$ cat config.mk
export PLATFORM = sky130hd
export DESIGN_NAME = csa_occ_ram
export DESIGN_NICKNAME = d
export VERILOG_FILES = /design/src/rtl/csa_occ_ram.sv
export SDC_FILE = /design/constraint.sdc
export NUM_CORES = 2
export LEC_CHECK = 0
export BUFFER_PORTS_ARGS = -buffer_cell sky130_fd_sc_hd__buf_4
export CORE_ASPECT_RATIO = 1.2
export CORE_MARGIN = 2
export CORE_UTILIZATION = 55
export DETAILED_ROUTE_END_ITERATION = 10
export HOLD_SLACK_MARGIN = 0.12
export PLACE_DENSITY = 0.8
export SLEW_MARGIN = 20
export SYNTH_ARGS = -nofsm -noshare
export SYNTH_HDL_FRONTEND = slang
export SYNTH_SLANG_ARGS = --single-unit
export TNS_END_PERCENT = 5
$ cat constraint.sdc
create_clock -name i_clk -period 2.79 [get_ports i_clk]
set_input_delay 0.279 -clock i_clk [delete_from_list [all_inputs] [get_ports i_clk]]
set_output_delay 0.279 -clock i_clk [all_outputs]
set_load 0.02 [all_outputs]
$ cat src/rtl/csa_occ_ram.sv
`timescale 1ns / 1ps
// ----------------------------------------------------------------------------
// csa_occ_ram: occupancy store
// Simple dual-port synchronous memory, one write and one registered read.
// ----------------------------------------------------------------------------
module csa_occ_ram #(
    parameter int DEPTH = 256,
    parameter int AW    = 8,
    parameter int WIDTH = 16
) (
    input  logic             i_clk,
    input  logic             i_rd_en,
    input  logic [AW-1:0]    i_rd_addr,
    output logic [WIDTH-1:0] o_rd_data,
    input  logic             i_wr_en,
    input  logic [AW-1:0]    i_wr_addr,
    input  logic [WIDTH-1:0] i_wr_data
);

    logic [WIDTH-1:0] r_mem [DEPTH];
    logic [WIDTH-1:0] r_rd_data;

    always_ff @(posedge i_clk) begin
        if (i_wr_en) begin
            r_mem[i_wr_addr] <= i_wr_data;
        end
        if (i_rd_en) begin
            r_rd_data <= r_mem[i_rd_addr];
        end
    end

    assign o_rd_data = r_rd_data;

endmodule

# Word-level counts from Yosys, hierarchy flattened
# Memory sizes are Yosys's and may differ from the RTL's. A register that Yosys moved wholly into a read port is not among the register bits.
# Index checks and enable logic that the tools add are counted.
# totals
reg_bits	0
ramBits	4096
inputBits	35
output_inout_bits	16
word_cells	3
memories	1
# mem_list
memory	depth	word_bits	read_ports	rd_clocked_by_memory_dff	wr	line	rtl
r_mem	256	16	1	1	1	20	logic [WIDTH-1:0] r_mem [DEPTH];
# op_classes
muxes	2
# op_table
op	n
$mux 1	2

# Depth between registers and ports, before layout
# logic_depth
word_depth	2
mapped_depth	12
mapped_depth_nobuf	6

# Least setup slack after synthesis
# No wires, ideal clock.
# synth_path
path_type	input port to flip-flop
from	input i_rd_addr[0]
to	register r_rd_data[4], in the netlist o_rd_data[4], read port of r_mem, data pin
setup_ns	0.265
t_arrival_ns	2.263
required_ns	2.525
setup_slack_ns	0.262
path_stages	8
path_buffers	3
cell_sequence	buf_6 > buf_6 > buf_2 > mux4_2 > mux4_2 > a22o_1 > o32ai_2 > nor4_2
# synth_rtl
item	line	rtl
start: declaration	13	input logic [AW-1:0] i_rd_addr,
end: declaration	21	logic [WIDTH-1:0] r_rd_data;

==> run summary <==
Cells after Synth - 7360
Total grt overflow - 0
Post-synthesis xor/xnor area fraction - 0
Power Density - 698 mW/mm^2
Synth cell count leaders - edfxtp_1, mux4_2, mux2i_1, nor2_1, o221ai_1
Total GRT Usage - 0.297
Gpl congestion - 0.959
Dominant synthesized flop cell - edfxtp_1
Port buffer count - 50
Worst path cell trace - buf_16 > buf_12 > buf_12 > buf_12 > buf_4 > mux2i_1 > o221ai_1 > o22ai_1 > a21oi_1 > nand4_1 > nor4_1
Initial Utilization - 0.552
Outcome - finished, violations left
Post-synth EDFFs - 4112
Mapped Area - 0.159 sq mm
Seq pwr share - 0.534
Post CTS Setup Buffer Count - 0
Largest family of logic cells by synthesized area - multiplexers
Sw frac - 0.213
Worst vdd ir - 0.000530 V
Share of cells above drive strength 1 - 0.286
Compound-Gate Fraction of Synth Area - 0.0353
Yosys top cell by area - edfxtp_1
Wire per inst - 35.4 um
CP startpoint kind - primary input
Post-Syn Nets - 7395
Slowest cell delay on critical path - 0.70 ns
CP Data Arrival Time - 3.58 ns
Min Tclk post-route - 2.85 ns
Synth Area in Simple Gates - 0.0157
Post-Layout Cell Count - 12442
Max Cap Viol - 0
# setup viols final - 5
Failing checks - setup timing
Relative slew slack - 0.196
CTS Buf Count - 382
Finished Core Util - 0.636
Antenna viol nets, final - 0
Worst setup EP type - flip-flop
Setup slack after layout - -0.0617 ns
HP Class - primary input to flip-flop
Yosys cell types - 51
Slew Viols, Final - 0
Yosys top cell area share - 0.777
Combinational power share - 0.057
Worst Tran Pin Value - 1.21 ns
Crit path buf inv count - 5
CP max-delay cell - a21oi_1
Worst skew pair latency - 0.92 ns
Clock H-tree levels - 5
Post-Synth Adder-Cell Area - 0
FFs w/ async S/R, synth - 0
Root Driver - clkbuf_16
CP top delay family - buffers and inverters
Reg-to-reg setup timing slack - -0.03 ns
Chip Height - 593 um
Multiplexer area fraction after synthesis - 0.155
Total Die Area - 0.293 sq mm
Core area - 0.288 sq mm
DRC viols - 0
Vias in the first global route - 85314
Pre-Repair DR Iteration Count - 9
Largest cells by area after synthesis - edfxtp_1, mux4_2, mux2i_1
FP Rows - 216
Worst-path clk slew - 0.06 ns
HPWL after DPL - 262000 um
Clk pwr share - 0.409
Vias - 85557
Synthesis-to-layout area growth - 15.2%
Number of fill cells - 17711
Fin crit share - 1.02
Post-synthesis sequential area ratio - 0.777
Initial antenna violation count - 28
Avg Vias per Cell - 6.88
Max FO, Critical Path - 37
Die X - 495 um
Worst slack, placed - -0.901 ns
First-pass GRT wire length - 622000 um
RSZ-0062 raised after global routing - true
Initial DRC Count - 13681
Synth warn - 0
Avg Cell Area, Syn - 21.6 sq um
Hold_ws - 0.211 ns
CP most frequent cell - buf_12
# clock sinks - 4112
Crit Path Category - primary input to flip-flop
Worst Path Required - 3.52 ns
Post-synthesis register bit count - 4112
Nets - 8335
Cell internal pwr - 100 mW
NetSw - 27.2 mW
Most common cell in the netlist - edfxtp_1
Io pins - 51
Placed cell count - 11711
Fin. Hold Viols - 0
Skew final - 0.0612 ns
Leakage - 59.3 nW
Largest net degree at the start of global routing - 115
F_max - 0.351 GHz
Clock buffer depth - 4
TritonCTS clock tree - yes
WL final - 440000 um
layer usage:
layer,wire length [um],share of wire,global-route usage
met4,32000,0.073,0.182
met5,83,0.00019,0
met3,50600,0.11,0.0574
met2,213000,0.48,0.477
met1,145000,0.33,0.379
kinds of logic after synthesis:
group,count (synthesis)
muxes,1450
and+or+nand+nor,556
buffers and inverters,456
DFF,4112
AOI/OAI and AO/OA,786
worst reg2reg max path: stages (launching register included):
cell	delay, ns
edfxtp_1	0.39
mux4_2	0.53
mux2_2	0.35
a221oi_2	0.32
buf_4	0.19
o31ai_1	0.07
buf_4	0.18
o32ai_4	0.21
buf_4	0.22
nor4_2	0.05
metrics by stage:
step                      setup TNS, ns  cell area (sq um)  power [mW]
after global placement          -109.49             170000        76.2
after CTS                       -0.0122             183000         128
final                            -0.149             183000         128
after detailed placement         -10.50             170000        76.4
after floorplan                       0             159000        72.9
after global routing           -0.00239             183000         130
path summary, 6_finish.rpt:
kind / endpoint / cells after the start / startpoint
min reg2reg: o_rd_data[3]$_DFFE_PP_ / 6 / r_mem[217][3]$_DFFE_PP_
max: o_rd_data[8]$_DFFE_PP_ / 11 / i_rd_addr[0]
min: r_mem[172][10]$_DFFE_PP_ / 4 / i_wr_addr[2]
max reg2reg: o_rd_data[4]$_DFFE_PP_ / 9 / r_mem[135][4]$_DFFE_PP_
power by group through the flow:
stage               Clock (mW)  Combinational [mW]  Sequential, mW
floorplan                    0                3.36            69.5
global placement             0                6.71            69.5
detailed placement           0                6.92            69.5
CTS                       52.5                7.10            68.2
global route              54.6                7.40            68.2
finish                    52.2                7.23            68.2
sequential cells by signal, indices dropped and copies added (netlist names):
signal and cells:
r_mem 4096, o_rd_data 16
layout by cell type, fill, tap and decap left out, drive strengths merged, types with 20 or more instances in the layout:
cell | Yosys | final
clkinv | 0 | 158
o22ai | 148 | 148
a22o | 32 | 32
o32ai | 21 | 21
dlygate4sd3 | 0 | 20
a221oi | 28 | 28
nand2 | 38 | 38
a21oi | 175 | 175
a22oi | 43 | 43
edfxtp | 4112 | 4112
mux2i | 565 | 565
mux4 | 797 | 797
nand4 | 26 | 26
o21ai | 38 | 38
mux2 | 88 | 88
buf | 222 | 988
bufinv | 0 | 41
nand3 | 35 | 35
o221ai | 253 | 253
nor3 | 92 | 92
nor2 | 304 | 304
clkbuf | 230 | 468
layout make-up:
cell class	instances	area (sq um)	share of cell area
tap	3815	4770	0.0261
inverter	4	27.5	0.000150
multi-input combinational	2792	33000	0.180
sequential	4112	123000	0.675
timing repair buffer	1008	9380	0.0512
antenna	18	45.0	0.000246
clock buffer	468	10100	0.0554
clock inverter	225	2190	0.0120
what timing repair did:
action	CTS	global route
setup endpoints to repair	10	6
hold buffers	20	0
endpoints found under the hold margin	1801	0
pin swaps	0	1
gates resized for setup	16	5
Note: power is estimated with default switching activity, not from simulation.
