## src/rtl/csa_rem_div.sv

```systemverilog
`timescale 1ns / 1ps
// ----------------------------------------------------------------------------
// csa_rem_div: remainder unit
// Restoring division, one dividend bit per cycle; only the remainder is kept.
// ----------------------------------------------------------------------------
module csa_rem_div #(
    parameter int DW = 13,
    parameter int TW = 13
) (
    input  logic          i_clk,
    input  logic          i_rst_n,
    input  logic          i_start,
    input  logic [DW-1:0] i_dividend,
    input  logic [TW-1:0] i_divisor,
    output logic          o_done,
    output logic [TW-1:0] o_rem
);

    localparam int CNW = $clog2(DW + 1);

    logic [DW-1:0]  r_dvd;
    logic [TW-1:0]  r_div;
    logic [TW-1:0]  r_rem;
    logic [CNW-1:0] r_cnt;
    logic           r_busy;
    logic           r_done;
    logic [TW:0]    n_shift;
    logic [TW:0]    n_diff;

    always_comb begin
        n_shift = {r_rem, r_dvd[DW-1]};
        n_diff  = n_shift - {1'b0, r_div};
    end

    always_ff @(posedge i_clk) begin
        if (!i_rst_n) begin
            r_busy <= 1'b0;
            r_done <= 1'b0;
            r_cnt  <= '0;
        end else begin
            if (i_start) begin
                r_busy <= 1'b1;
                r_done <= 1'b0;
                r_cnt  <= CNW'(DW);
                r_dvd  <= i_dividend;
                r_div  <= i_divisor;
                r_rem  <= '0;
            end else if (r_busy) begin
                // The partial remainder stays below the divisor, so it fits TW bits.
                if (n_shift >= {1'b0, r_div}) begin
                    r_rem <= n_diff[TW-1:0];
                end else begin
                    r_rem <= n_shift[TW-1:0];
                end
                r_dvd  <= r_dvd << 1;
                r_cnt  <= r_cnt - CNW'(1);
                r_done <= (r_cnt == CNW'(1));
                if (r_cnt == CNW'(1)) begin
                    r_busy <= 1'b0;
                end
            end else begin
                r_done <= 1'b0;
            end
        end
    end

    assign o_done = r_done;
    assign o_rem  = r_rem;

endmodule

```

## config.mk

```make
export PLATFORM = sky130hd
export DESIGN_NAME = csa_rem_div
export DESIGN_NICKNAME = d
export VERILOG_FILES = /design/src/rtl/csa_rem_div.sv
export SDC_FILE = /design/constraint.sdc
export NUM_CORES = 1
export LEC_CHECK = 0
export BUFFER_PORTS_ARGS = -buffer_cell sky130_fd_sc_hd__buf_2
export CAP_MARGIN = 10
export CORE_AREA = 3 3 77 79
export DETAILED_ROUTE_END_ITERATION = 8
export DIE_AREA = 0 0 80 82
export PLACE_DENSITY = 0.79
export SLEW_MARGIN = 10
export SYNTH_ARGS = -nofsm -noshare
export SYNTH_HDL_FRONTEND = slang
export SYNTH_SLANG_ARGS = --single-unit
```

## constraint.sdc

```tcl
create_clock -name i_clk -period 3.15 [get_ports i_clk]
set_clock_uncertainty 0.1 [all_clocks]
set_input_delay 0.315 -clock i_clk [delete_from_list [all_inputs] [get_ports i_clk]]
set_output_delay 0.315 -clock i_clk [all_outputs]
set_load 0.05 [all_outputs]
```

== Word level (Yosys, flattened, before mapping) ==
Index checks and enable logic that the tools add are counted.

* Output and inout bits: 14
* Bits of input ports: 29
* ROM bits: 0
* Register bits after elaboration: 45
* Word-level logic and storage cells: 27
* Bits in writable memories: 0
* Memories kept: 0
* Bits in latches: 0

* Multiply operators: 0
* Divide/modulo/power cells: 0
* Magnitude comparators: 1
* Add/sub/neg operators: 2
* Shift-type cells: 0
* Reductions and logical operators: 5
* Multiplexer cells: 9
* Bitwise operators: 2
* Equality and inequality tests: 1

{| class="wikitable"
|+ Operators by type and width
! cell !! number
|-
| 13-bit 2-to-1 mux || 4
|-
| 14-bit by 13-bit >= comparator with 1-bit output || 1
|-
| 13-bit subtractor || 1
|-
| 4-bit 2-to-1 mux || 2
|-
| 4-bit by 1-bit == test with 1-bit output (second input constant) || 1
|-
| 2-bit AND reduction || 2
|-
| 4-bit by 1-bit subtractor with 4-bit output (second input constant) || 1
|-
| 1-bit 2-to-1 mux || 3
|-
| 3-bit OR reduction || 1
|-
| 1-bit inverter || 2
|-
| 2-bit nonzero test || 1
|-
| 2-bit OR reduction || 1
|}

== Longest topological paths before layout ==
* Depth in word-level cells: 4
* Gate-level depth with buffers: 12
* Gate-level depth less buffers: 10

== Least setup slack after synthesis ==
OpenSTA, ideal clock, no wires.

* Kind: register -> register
* Start: register r_rem[0] (netlist: o_rem[0])
* End: register r_rem[9] (netlist: o_rem[9]) (data pin)
* Library setup time: 257 ps
* Path buffers: 2
* Cell stages (with the launch flop): 11
* Path slack: 201 ps
* Arrival time: 2592 ps
* Period minus slack after synthesis: 2949 ps
* Required time: 2793 ps
* Path through: edfxtp_1 -> inv_1 -> fa_1 -> nor2b_1 -> o2111ai_1 -> a21oi_1 -> o21bai_1 -> a31o_2 -> buf_2 -> buf_2 -> a32o_1

* Word-level cells in the longest chain between the ends: 3
* Elaborated cells between the ends (all ways): 4
* Classes of those cells: add/sub: 1; order compare: 1; mux: 2

{| class="wikitable"
|+ Ends and longest elaborated chain
! what !! line !! text
|-
| start: declaration || 23 || <nowiki>logic [TW-1:0] r_rem;</nowiki>
|-
| start signal: assignment || 51 || <nowiki>r_rem <= n_diff[TW-1:0];</nowiki>
|-
| start signal: assignment || 53 || <nowiki>r_rem <= n_shift[TW-1:0];</nowiki>
|-
| 13-bit subtractor / 14-bit by 13-bit >= comparator with 1-bit output (equally long branches) || 32, 50 ||
|-
| 13-bit 2-to-1 mux (*) || 50 || <nowiki>if (n_shift >= {1'b0, r_div}) begin</nowiki>
|-
| 13-bit 2-to-1 mux (*) || 48 || <nowiki>end else if (r_busy) begin</nowiki>
|}

Every way passes the cells marked *; elsewhere a longest branch is shown, timed or not. The select of a mux whose other input is x is not followed.
A chain may end at the register's enable or synchronous reset.

== Final worst setup path ==
* Start: register r_dvd[12]
* End: register r_rem[11] (netlist: o_rem[11]) (data pin)

* Word-level cells in the longest chain between the ends: 3
* Elaborated cells between the ends (all ways): 4
* Classes of those cells: add/sub: 1; order compare: 1; mux: 2

{| class="wikitable"
|+ Ends and longest elaborated chain
! what !! line !! text
|-
| start: declaration || 21 || <nowiki>logic [DW-1:0] r_dvd;</nowiki>
|-
| start signal: assignment || 45 || <nowiki>r_dvd <= i_dividend;</nowiki>
|-
| start signal: assignment || 55 || <nowiki>r_dvd <= r_dvd << 1;</nowiki>
|-
| 13-bit subtractor / 14-bit by 13-bit >= comparator with 1-bit output (equally long branches) || 32, 50 ||
|-
| 13-bit 2-to-1 mux (*) || 50 ||
|-
| 13-bit 2-to-1 mux (*) || 48 ||
|}

Marked as above.

==> impl_metrics.env <==
export IMPL_dieArea_um2=6560
export IMPL_netlist_area_um2=2460
export IMPL_gr_total_overflow=0
export IMPL_critPathLaunch="r_dvd[12]"
export IMPL_cp_arrival_ns=2.83
export IMPL_synth_cell_type_count=44
export IMPL_n_antenna_cell=0
export IMPL_r2r_cells=9
export IMPL_clock_latency_ns=0.31
export IMPL_synth_most_common_cell="edfxtp_1"
export IMPL_synth_area_leaders="edfxtp_1 (48%), ha_1 (7.6%), mux2_2 (5.5%)"
export IMPL_dp_cells=310
export IMPL_power_leakage_nw=1.184
export IMPL_hold_depth=1
export IMPL_dp_hpwl_um=3254
export IMPL_power_total_mw=1.536
export IMPL_yosysTopAreaCellShare_pct=47.61
export IMPL_drt_iter0_drc=87
export IMPL_clk_pin_slew_ns=0.09
export IMPL_cts_root_buf="clkbuf_8"
export IMPL_final_cells=318
export IMPL_hold_buffers=0
export IMPL_finalHoldViolCount=0
export IMPL_wl_um=4468
export IMPL_nets=290
export IMPL_avgSynthCellArea_um2=12.24
export IMPL_rows=27
export IMPL_area_delta_synth_final_pct=14.04
export IMPL_setup_viol=0
export IMPL_slew_headroom_pct=53.79
export IMPL_post_place_ws_ns=0.3635
export IMPL_gp_congestion=0.8527
export IMPL_crit_path_end_kind="flop"
export IMPL_die_w_um=80
export IMPL_grt_max_degree=33
export IMPL_cp_max_fo=17
export IMPL_yosys_warnings=0
export IMPL_grt_pass1_wl_um=7500
export IMPL_min_period_ns=2.835
export IMPL_syn_inst=201
export IMPL_die_h_um=82
export IMPL_synth_edff_count=39
export IMPL_worst_slack_ns=0.3154
export IMPL_syn_nets=246
export IMPL_grt_pass1_vias=1658
export IMPL_cts_buffers=5
export IMPL_vias=1659
export IMPL_top_level_ports=43
export IMPL_clock_sinks=45
export IMPL_synth_seq_area_share_pct=52.49
export IMPL_outcome="finished clean"
export IMPL_antenna_found_initial=0
export IMPL_drc=0
export IMPL_critPathLaunchType="flop"
export IMPL_wl_per_cell_um=14.05
export IMPL_reg2reg_to="o_rem[11]"
export IMPL_async_flop_share_pct=0
export IMPL_rr_startpoint="r_dvd[12]"
export IMPL_ys_flop_type="edfxtp_1"
export IMPL_ys_ff_latch=45
export IMPL_grtUsageTotal_pct=14.92
export IMPL_r2r_setup_slack_ns=0.32
export IMPL_dr_pass1_iters=4
export IMPL_endpoint="o_rem[11]"
export IMPL_cp_slowest_cell="fa_1"
export IMPL_cts_tree="built"
export IMPL_maxCapViolations=0
export IMPL_htree_levels=2
export IMPL_hold_path_class="in -> reg"
export IMPL_drive_above_1_share_pct=27.24
export IMPL_cpPeakStageDelay_ns=0.42
export IMPL_tightest_slew_ns=0.6931
export IMPL_cts_resized=0
export IMPL_power_density_nw_per_um2=547.7
export IMPL_slew_viol_final=0
export IMPL_path_class="reg -> reg"
export IMPL_clock_path_buffers=2
export IMPL_ant_nets=0
export IMPL_rsz0062_at_grt="no"
export IMPL_synth_commonest_cells="edfxtp_1 (39), nor2_1 (18), inv_1 (16), ha_1 (15), mux2_2 (12)"
export IMPL_cp_cell_sequence="inv_1 > ha_1 > fa_1 > nor2b_1 > o2111ai_1 > a21oi_1 > o21bai_1 > a31o_2 > o41ai_1"
export IMPL_yosysTopAreaCell="edfxtp_1"
export IMPL_cts_setup_buffers=0
export IMPL_core_um2=5405
export IMPL_fmax_mhz=352.8
export IMPL_worstHoldStart="i_divisor[1]"
export IMPL_port_buffers=42
export IMPL_setup_tns_ns=0
export IMPL_crit_required_ns=3.15
export IMPL_viasPerCell=5.217
export IMPL_peakVddDrop_uv=254.7
export IMPL_finalCritPeriodShare_pct=89.99
export IMPL_initial_core_util_pct=45.51
-- cell usage in the layout (no fill, tap or decap), types with 2 or more instances in the layout --
cell / count
clkbuf_8: 5
nor2_1: 18
a211oi_1: 4
buf_2: 42
inv_1: 16
nor2b_1: 4
o21bai_1: 2
a21oi_1: 4
a221oi_1: 2
buf_4: 2
o21a_1: 8
o2111ai_1: 2
a21o_1: 2
edfxtp_1: 39
ha_1: 15
dfxtp_1: 6
and2_1: 2
xor2_1: 5
mux2i_1: 9
nand2_1: 5
nand2b_1: 3
nor3_1: 7
mux2_2: 12
xnor2_1: 6
or3_1: 2
o21ai_0: 3
-- sequential cells by signal (all words and copies together) (netlist names) --
| register | flops |
|---|---|
| r_cnt | 4 |
| o_done | 1 |
| r_div | 13 |
| r_dvd | 13 |
| r_busy | 1 |
| o_rem | 13 |
-- stage by stage --
stage | cell area (µm²) | hold WS [ns] | utilization, %
floorplan | 2460 | 0.3139 | -
global placement | 2718 | 0.3915 | 50.28
detailed placement | 2718 | 0.3937 | 50.28
CTS | 2805 | 0.06668 | 51.90
global route | 2805 | 0.06638 | 51.90
finish | 2805 | 0.07632 | 51.90
-- kinds of logic after synthesis --
kind of cell	after synthesis	synth area share, %
AOI/OAI and AO/OA	38	11.75
DFF	45	52.49
adders and majority gates	16	8.444
xor gates and xnor gates	11	3.916
muxes	21	9.156
and+or+nand+nor	47	9.461
buffers and inverters	23	4.781
-- final cells by class --
cell class | instances | area [µm²]
fill | 514 | 2600
sequential | 45 | 1291
multi-input combinational | 133 | 1051
timing repair buffer | 44 | 225.2
tap | 72 | 90.09
clock buffer | 6 | 72.57
inverter | 16 | 60.06
clock inverter | 2 | 15.01
-- critical path, delay by kind of cell (launching register included) --
family | cells | cell delay, ns
fa+ha+maj | 2 | 0.64
compound gates | 5 | 1.31
buf+inv | 1 | 0.05
simple gates | 1 | 0.19
flops | 1 | 0.33
-- where the power goes --
group	internal, mW	switching, mW
Clock	0.159	0.209
Combinational	0.176	0.255
Sequential	0.711	0.0270
-- how the worst min path moves through the flow --
stage | slack, ns | to
2_1_floorplan | 0.31 | r_div[0]
3_3_place_gp | 0.39 | r_div[9]
3_5_place_dp | 0.39 | r_div[2]
4_1_cts | 0.07 | r_div[11]
5_1_grt | 0.07 | r_div[11]
6_report | 0.08 | r_div[1]
-- metal layers --
metal | global-route usage (%) | vias up | part of all wire, %
met5 | 0 | - | 0
met4 | 4.054 | 0 | 1.1
met3 | 4.825 | 6 | 5.4
met2 | 25.58 | 40 | 48
met1 | 18.10 | 786 | 45
li1 | - | 827 | -
Note: power is estimated with default switching activity, not from simulation.
